File: src/hdl/hpmru_pkg.sv
// Shared types and constants for the binary16 round-up multiplier.
// No dependencies; used by every module of the block by scoped names.
`timescale 1ns / 1ps

package hpmru_pkg;

   localparam int WordWidth   = 16;
   localparam int ExpWidth    = 5;
   localparam int FracWidth   = 10;
   localparam int SigWidth    = FracWidth + 1;
   localparam int RawWidth    = 2 * SigWidth;
   localparam int LeadWidth   = 5;
   localparam int SumWidth    = 7;
   localparam int ShiftWidth  = 5;
   localparam int MagWidth    = RawWidth + 1;

   localparam logic [FracWidth-1:0] FRAC_ZERO = '0;
   localparam logic [ExpWidth-1:0]  EXP_ALL   = 5'h1F;
   localparam logic [ExpWidth-1:0]  EXP_ZERO  = 5'h00;

   localparam logic [WordWidth-2:0] POS_INF_MAG    = 15'h7C00;
   localparam logic [WordWidth-1:0] POS_INF        = 16'h7C00;
   localparam logic [WordWidth-1:0] NEG_MAX_FINITE = 16'hFBFF;

   // Normal range starts where the sum of lead position and biased
   // exponents reaches this value; the subnormal shift is taken from 26.
   localparam logic [SumWidth-1:0]    NORMAL_SUM_MIN = 7'd36;
   localparam logic [LeadWidth-1:0]   LEAD_NORM      = 5'd10;
   localparam logic [ShiftWidth+1:0]  TINY_SHIFT_REF = 7'd26;

   // Decoded view of one operand.
   typedef struct packed {
      logic                sign;
      logic                is_nan;
      logic                is_inf;
      logic                is_zero;
      logic [SigWidth-1:0] sig;
      logic [ExpWidth-1:0] xexp;
   } operand_class_type;

   // One result beat.
   typedef struct packed {
      logic [WordWidth-1:0] product;
      logic                 invalid;
      logic [RawWidth-1:0]  raw_significand;
      logic                 guard_bit;
      logic                 round_bit;
      logic                 sticky_bit;
      logic                 rounded_up;
   } result_type;

endpackage

File: src/hdl/hpmru_classify.sv
// Operand decoder: splits a binary16 word into sign, class, significand and
// effective exponent. Depends on hpmru_pkg.
`timescale 1ns / 1ps

module hpmru_classify (
   input  logic [hpmru_pkg::WordWidth-1:0] operand,
   output hpmru_pkg::operand_class_type    decoded
);

   logic [hpmru_pkg::ExpWidth-1:0]  exp_field;
   logic [hpmru_pkg::FracWidth-1:0] frac_field;
   logic                            exp_nonzero;

   assign exp_field   = operand[hpmru_pkg::WordWidth-2:hpmru_pkg::FracWidth];
   assign frac_field  = operand[hpmru_pkg::FracWidth-1:0];
   assign exp_nonzero = (exp_field != hpmru_pkg::EXP_ZERO);

   always_comb begin
      decoded.sign    = operand[hpmru_pkg::WordWidth-1];
      decoded.is_nan  = (exp_field == hpmru_pkg::EXP_ALL) && (frac_field != hpmru_pkg::FRAC_ZERO);
      decoded.is_inf  = (exp_field == hpmru_pkg::EXP_ALL) && (frac_field == hpmru_pkg::FRAC_ZERO);
      decoded.is_zero = !exp_nonzero && (frac_field == hpmru_pkg::FRAC_ZERO);
      decoded.sig     = {exp_nonzero, frac_field};
      // Subnormals behave as exponent one with no hidden bit.
      decoded.xexp    = exp_nonzero ? exp_field : hpmru_pkg::ExpWidth'(1);
   end

endmodule

File: src/hdl/hpmru_datapath.sv
// Multiply, normalize and round-toward-positive logic for one operand pair.
// Depends on hpmru_pkg; fed by two hpmru_classify instances.
`timescale 1ns / 1ps

module hpmru_datapath (
   input  hpmru_pkg::operand_class_type op_a,
   input  hpmru_pkg::operand_class_type op_b,
   output hpmru_pkg::result_type        result
);

   logic                                sign;
   logic                                invalid_case;
   logic                                inf_case;
   logic                                zero_case;
   logic [hpmru_pkg::RawWidth-1:0]      raw;
   logic [hpmru_pkg::LeadWidth-1:0]     lead;
   logic [hpmru_pkg::ExpWidth:0]        exp_pair;
   logic [hpmru_pkg::SumWidth-1:0]      lead_sum;
   logic                                normal_range;
   logic [hpmru_pkg::ShiftWidth-1:0]    shift;
   logic [hpmru_pkg::ShiftWidth-1:0]    shift_m2;
   logic [hpmru_pkg::RawWidth+1:0]      shifted;
   logic [hpmru_pkg::RawWidth-1:0]      kept;
   logic [hpmru_pkg::RawWidth-1:0]      low_mask;
   logic                                guard;
   logic                                rnd;
   logic                                sticky;
   logic                                up;
   logic [hpmru_pkg::SumWidth-1:0]      exp_m1;
   logic [hpmru_pkg::MagWidth-1:0]      mag;
   logic [hpmru_pkg::WordWidth-1:0]     finite_word;

   assign sign         = op_a.sign ^ op_b.sign;
   assign invalid_case = op_a.is_nan || op_b.is_nan || (op_a.is_inf && op_b.is_zero)
                         || (op_a.is_zero && op_b.is_inf);
   assign inf_case     = op_a.is_inf || op_b.is_inf;
   assign zero_case    = op_a.is_zero || op_b.is_zero;

   assign raw = hpmru_pkg::RawWidth'(op_a.sig) * hpmru_pkg::RawWidth'(op_b.sig);

   // Priority encoder for the leading one of the raw product.
   always_comb begin
      lead = '0;
      for (int i = 0; i < hpmru_pkg::RawWidth; i++) begin
         if (raw[i]) begin
            lead = hpmru_pkg::LeadWidth'(i);
         end
      end
   end

   assign exp_pair     = {1'b0, op_a.xexp} + {1'b0, op_b.xexp};
   assign lead_sum     = hpmru_pkg::SumWidth'(lead) + hpmru_pkg::SumWidth'(exp_pair);
   assign normal_range = (lead_sum >= hpmru_pkg::NORMAL_SUM_MIN);

   always_comb begin
      if (normal_range) begin
         shift  = (lead >= hpmru_pkg::LEAD_NORM) ?
                  hpmru_pkg::ShiftWidth'(lead - hpmru_pkg::LEAD_NORM) : '0;
         exp_m1 = lead_sum - hpmru_pkg::NORMAL_SUM_MIN;
      end else begin
         shift  = (hpmru_pkg::SumWidth'(exp_pair) <= hpmru_pkg::TINY_SHIFT_REF) ?
                  hpmru_pkg::ShiftWidth'(hpmru_pkg::TINY_SHIFT_REF
                                         - hpmru_pkg::SumWidth'(exp_pair)) : '0;
         exp_m1 = '0;
      end
   end

   // Two zero bits below the product catch guard and round in one shift.
   assign shifted  = {raw, 2'b00} >> shift;
   assign kept     = shifted[hpmru_pkg::RawWidth+1:2];
   assign guard    = shifted[1];
   assign rnd      = shifted[0];
   assign shift_m2 = shift - hpmru_pkg::ShiftWidth'(2);
   assign low_mask = ~({hpmru_pkg::RawWidth{1'b1}} << shift_m2);
   assign sticky   = (shift >= hpmru_pkg::ShiftWidth'(3)) && ((raw & low_mask) != '0);
   assign up       = (guard || rnd || sticky) && !sign;

   // The exponent field sits in the same sum so a rounding carry moves it.
   assign mag = {hpmru_pkg::MagWidth'(exp_m1) << hpmru_pkg::FracWidth}
                + hpmru_pkg::MagWidth'(kept) + hpmru_pkg::MagWidth'(up);

   always_comb begin
      if (mag >= hpmru_pkg::MagWidth'(hpmru_pkg::POS_INF_MAG)) begin
         finite_word = sign ? hpmru_pkg::NEG_MAX_FINITE : hpmru_pkg::POS_INF;
      end else begin
         finite_word = {sign, mag[hpmru_pkg::WordWidth-2:0]};
      end
   end

   always_comb begin
      result = '0;
      if (invalid_case) begin
         result.invalid = 1'b1;
      end else if (inf_case) begin
         result.product = {sign, hpmru_pkg::POS_INF_MAG};
      end else if (zero_case) begin
         result.product = {sign, {(hpmru_pkg::WordWidth-1){1'b0}}};
      end else begin
         result.product         = finite_word;
         result.raw_significand = raw;
         result.guard_bit       = guard;
         result.round_bit       = rnd;
         result.sticky_bit      = sticky;
         result.rounded_up      = up;
      end
   end

endmodule

File: src/hdl/half_precision_multiplier_round_up_core.sv
// Top level of the binary16 multiplier with rounding toward positive infinity.
// Depends on hpmru_pkg, hpmru_classify and hpmru_datapath.
`timescale 1ns / 1ps

//  Channel | Ports                                   | Direction | Beat
//  --------+-----------------------------------------+-----------+------------------------
//  req     | req_valid, req_stall, req_operand_a/b   | in        | one operand pair
//  rsp     | rsp_valid, rsp_stall, rsp_product, ...  | out       | product and rounding info
//
//  Each beat passes through the operand register and then the result
//  register: rsp_valid rises when the beat is loaded into the result register,
//  and the result beat leaves once rsp_stall is low.
//  A new request beat can be taken every cycle while req_stall is low; the throughput is set by the
//  single pass through the 11x11 multiplier and the normalize/round logic.
//  Reset clears only the two stage valid flags; payload registers are not reset.
//  When rsp_stall holds a result, the operand stage may still fill, after which
//  req_stall rises until the result beat leaves.

module half_precision_multiplier_round_up_core (
   input  logic        clock,
   input  logic        reset,
   input  logic        req_valid,
   output logic        req_stall,
   input  logic [15:0] req_operand_a,
   input  logic [15:0] req_operand_b,
   output logic        rsp_valid,
   input  logic        rsp_stall,
   output logic [15:0] rsp_product,
   output logic        rsp_invalid,
   output logic [21:0] rsp_raw_significand,
   output logic        rsp_guard_bit,
   output logic        rsp_round_bit,
   output logic        rsp_sticky_bit,
   output logic        rsp_rounded_up
);

   // Operand stage.
   logic                                   stage_valid_ff;
   logic                                   stage_valid_in;
   logic [hpmru_pkg::WordWidth-1:0]        operand_a_ff;
   logic [hpmru_pkg::WordWidth-1:0]        operand_b_ff;

   // Result stage.
   logic                                   result_valid_ff;
   logic                                   result_valid_in;
   hpmru_pkg::result_type                  result_ff;
   hpmru_pkg::result_type                  result_in;

   hpmru_pkg::operand_class_type           class_a;
   hpmru_pkg::operand_class_type           class_b;

   logic                                   out_open;
   logic                                   in_open;

   // The result register can load when it is empty or its beat is leaving;
   // the operand register can load when it is empty or moves forward.
   assign out_open  = !result_valid_ff || !rsp_stall;
   assign in_open   = !stage_valid_ff || out_open;
   assign req_stall = !in_open;

   assign stage_valid_in  = in_open  ? req_valid      : stage_valid_ff;
   assign result_valid_in = out_open ? stage_valid_ff : result_valid_ff;

   always_ff @(posedge clock) begin
      if (reset) begin
         stage_valid_ff  <= 1'b0;
         result_valid_ff <= 1'b0;
      end else begin
         stage_valid_ff  <= stage_valid_in;
         result_valid_ff <= result_valid_in;
      end
   end

   always_ff @(posedge clock) begin
      if (in_open && req_valid) begin
         operand_a_ff <= req_operand_a;
         operand_b_ff <= req_operand_b;
      end
      if (out_open && stage_valid_ff) begin
         result_ff <= result_in;
      end
   end

   hpmru_classify u_classify_a (
      .operand (operand_a_ff),
      .decoded (class_a)
   );

   hpmru_classify u_classify_b (
      .operand (operand_b_ff),
      .decoded (class_b)
   );

   hpmru_datapath u_datapath (
      .op_a   (class_a),
      .op_b   (class_b),
      .result (result_in)
   );

   assign rsp_valid           = result_valid_ff;
   assign rsp_product         = result_ff.product;
   assign rsp_invalid         = result_ff.invalid;
   assign rsp_raw_significand = result_ff.raw_significand;
   assign rsp_guard_bit       = result_ff.guard_bit;
   assign rsp_round_bit       = result_ff.round_bit;
   assign rsp_sticky_bit      = result_ff.sticky_bit;
   assign rsp_rounded_up      = result_ff.rounded_up;

endmodule
File: config.mk
export PLATFORM = sky130hd
export DESIGN_NAME = half_precision_multiplier_round_up_core
export DESIGN_NICKNAME = d
export VERILOG_FILES = /design/src/hdl/hpmru_pkg.sv /design/src/hdl/hpmru_classify.sv /design/src/hdl/hpmru_datapath.sv /design/src/hdl/half_precision_multiplier_round_up_core.sv
export SDC_FILE = /design/constraint.sdc
export NUM_CORES = 1
export LEC_CHECK = 0
export BUFFER_PORTS_ARGS = -buffer_cell sky130_fd_sc_hd__buf_2
export CORE_MARGIN = 2
export CORE_UTILIZATION = 25
export CTS_CLUSTER_DIAMETER = 50
export DETAILED_ROUTE_END_ITERATION = 8
export PLACE_DENSITY = 0.47
export SETUP_SLACK_MARGIN = 0.15
export SYNTH_ARGS = -nofsm -noshare
export SYNTH_HDL_FRONTEND = slang
export SYNTH_SLANG_ARGS = --single-unit
File: constraint.sdc
create_clock -name clock -period 19.12 [get_ports clock]
set_clock_uncertainty 0.2 [all_clocks]
set_input_delay 3.824 -clock clock [delete_from_list [all_inputs] [get_ports clock]]
set_output_delay 3.824 -clock clock [all_outputs]
set_load 0.1 [all_outputs]
==> impl_metrics.json <==
{
  "portBuffers": 80,
  "cp_top_family": "compound AO/OA/AOI/OAI gates",
  "post_cts_buffers": 0,
  "clock_latency_ns": 0.39,
  "end_kind": "flop",
  "post_drt_wl_per_cell_um": 17.27,
  "vias_per_cell": 5.058,
  "synth-xor-area-share": 0.03162,
  "yosysTopAreaCell": "edfxtp_1",
  "rr_startpoint": "operand_b_ff[11]$_DFFE_PP_",
  "r2r_slack_ns": 4.62,
  "die_w_um": 214.5,
  "dieArea_um2": 46020,
  "status": "finished clean",
  "synth_ff_type": "edfxtp_1",
  "cpPeakStageDelay_ns": 0.59,
  "die_y_um": 214.5,
  "worst_slew_pin_slew_ns": 0.9433,
  "num-fill-cells": 4801,
  "synth_edf_count": 75,
  "synth-compound-area-share": 0.2199,
  "vias": 9661,
  "final_cell_mix": "inv_1, nand2_1, nor2_1",
  "max_cap_viol_count": 0,
  "ys_ff_latch": 77,
  "yosys_warnings": 0,
  "arrival_ns": 14.43,
  "startpoint": "operand_b_ff[11]$_DFFE_PP_",
  "required_ns": 19.04,
  "grt_max_degree": 44,
  "max_freq_ghz": 0.06895,
  "first_pass_iters": 7,
  "cts-resized-gates": 0,
  "slowest_stage": "inv_1",
  "clockBufferDepth": 2,
  "synthArstFlopShare": 0,
  "antenna_left": 0,
  "track_usage": 0.1493,
  "setup-violations-final": 0,
  "cts_buffers": 9,
  "ff2ff_path_depth": 50,
  "syn-num-nets": 1486,
  "layout_commonest_cell": "inv_1",
  "syn2layout_area_growth_pct": 11.16,
  "worstSetupPathType": "reg -> reg",
  "n_antenna_cell": 0,
  "cp_common_cell": "ha_1",
  "grt_pass1_vias": 10046,
  "period_share": 0.7585,
  "critical_path_buf_inv_count": 7,
  "dp_hpwl_um": 26110,
  "muxShareOfSynthArea": 0.02123,
  "r2r_end": "rsp_product[8]$_SDFFCE_PP0P_",
  "cts_tree": "done",
  "netlist.area_leader.share": 0.2033,
  "grt_pass1_wl_um": 54590,
  "syn_inst": 1280,
  "wl_um": 32990,
  "rsz0062_at_grt": "false",
  "synth.distinct_cells": 108,
  "slew_headroom": 0.3698,
  "nNetsFinal": 1519,
  "tns_ns": 0,
  "drt_iter0_markers": 735,
  "synth_top_family_by_area": "adder cells",
  "syn-cell-area_um2": 11080,
  "ys_seq_area_frac": 0.2069,
  "gr-total-overflow": 0,
  "cts.sinks": 77,
  "clk_pin_slew_ns": 0.07,
  "std_cell_rows": 77,
  "cp_num_cells": 50,
  "slew_viol_final": 0,
  "layout-drive-gt1-share": 0.1237,
  "hold_buffers": 0,
  "hold_viol": 0,
  "worstPathMaxFanout": 21,
  "fin_crit_ns": 14.50,
  "initial_utilization": 0.2517,
  "synth_simple_gate_area_share": 0.1932,
  "syn_avg_cell_area_um2": 8.657,
  "gp_congestion": 0.8595,
  "antenna_found_initial": 1,
  "ys_top_cells_by_area": "edfxtp_1, fa_1, ha_1",
  "core_area_um2": 44030,
  "crit_path_end": "rsp_product[8]$_SDFFCE_PP0P_",
  "drc": 0,
  "hp-class": "reg -> reg",
  "synthAdderAreaFrac": 0.2493,
  "critPathLaunchType": "flop",
  "pin_count": 81,
  "clockRootBuffer": "clkbuf_16",
  "htreeDepth": 3
}
==> worst min-delay path: cells and delay by family (launching register included) <==
kind	cells	cell delay (ns)
DFF	1	0.35
and+or+nand+nor	1	0.07
AOI/OAI and AO/OA	1	0.05
==> cell type report <==
type	instances	area, um2	share of cell area
clock buffers	10	229.0	0.01859
well taps	592	740.7	0.06014
clock inverters	6	71.32	0.005790
flip-flops and latches	77	2292	0.1861
multi-input cells	988	7955	0.6459
repair buffers	89	467.9	0.03799
inverters	148	560.5	0.04551
==> cell families (layout without fill, tap and decap cells) <==
kind of cell             count (synthesis)  count (layout)
AND/OR/NAND/NOR                        427             427
AO/OA/AOI/OAI                          327             327
buffers and inverters                  215             253
adder cells (fa/ha/maj)                172             172
flip-flops                              77              77
XOR/XNOR                                40              40
multiplexers                            22              22
==> worst min path at each step <==
| stage | from | depth (start not counted) | end | slack, ns |
|---|---|---|---|---|
| after floorplan | stage_valid_ff$_SDFFE_PP0N_ | 2 | rsp_valid$_SDFFE_PP0P_ | 0.24 |
| after global placement | stage_valid_ff$_SDFFE_PP0N_ | 2 | rsp_valid$_SDFFE_PP0P_ | 0.27 |
| after detailed placement | stage_valid_ff$_SDFFE_PP0N_ | 2 | rsp_valid$_SDFFE_PP0P_ | 0.29 |
| after CTS | stage_valid_ff$_SDFFE_PP0N_ | 2 | rsp_valid$_SDFFE_PP0P_ | 0.30 |
| after global routing | stage_valid_ff$_SDFFE_PP0N_ | 2 | rsp_valid$_SDFFE_PP0P_ | 0.35 |
| final | stage_valid_ff$_SDFFE_PP0N_ | 2 | rsp_valid$_SDFFE_PP0P_ | 0.30 |
==> flip-flops by register name (all words and copies together), names as in the netlist <==
name	count
operand_a_ff	16
operand_b_ff	16
rsp_guard_bit	1
rsp_invalid	1
rsp_product	16
rsp_raw_significand	22
rsp_round_bit	1
rsp_rounded_up	1
rsp_sticky_bit	1
rsp_valid	1
stage_valid_ff	1
==> synthesized netlist by cell type, drive strengths merged, types with 8 or more instances <==
| cell type | instances |
|---|---|
| o21ai | 59 |
| a21oi | 71 |
| xnor2 | 23 |
| fa | 82 |
| ha | 88 |
| o22ai | 11 |
| nand4 | 8 |
| nand2 | 119 |
| nand3 | 30 |
| mux2i | 19 |
| and2 | 77 |
| a211oi | 14 |
| nor2 | 97 |
| or2 | 10 |
| o211ai | 21 |
| o211a | 12 |
| edfxtp | 75 |
| a31oi | 17 |
| nand2b | 8 |
| buf | 27 |
| nor3 | 28 |
| inv | 147 |
| a21o | 22 |
| xor2 | 17 |
| o21a | 10 |
| and3 | 13 |
| clkbuf | 40 |
| nor4 | 13 |
==> stage by stage <==
step	hold slack, ns	cells	area (um2)	setup slack, ns	utilization
2_1_floorplan	0.2444	1280	11080	6.363	-
6_report	0.2969	1910	12320	4.617	0.2797
5_1_grt	0.3508	1910	12320	3.509	0.2797
3_3_place_gp	0.2745	1894	12020	4.939	0.2729
4_1_cts	0.3038	1910	12320	4.782	0.2797
3_5_place_dp	0.2928	1894	12020	4.817	0.2729
==> routing by layer <==
layer  track usage  routed length [um]  part of all wire
met1        0.2017               15540              0.47
met3       0.02610                1560             0.047
met4       0.05046                 750             0.023
met2        0.2408               15140              0.46
met5             0                   0                 0
Power is not shown: default switching activity piles up to over one toggle a cycle in this logic, so the estimate is an artifact.
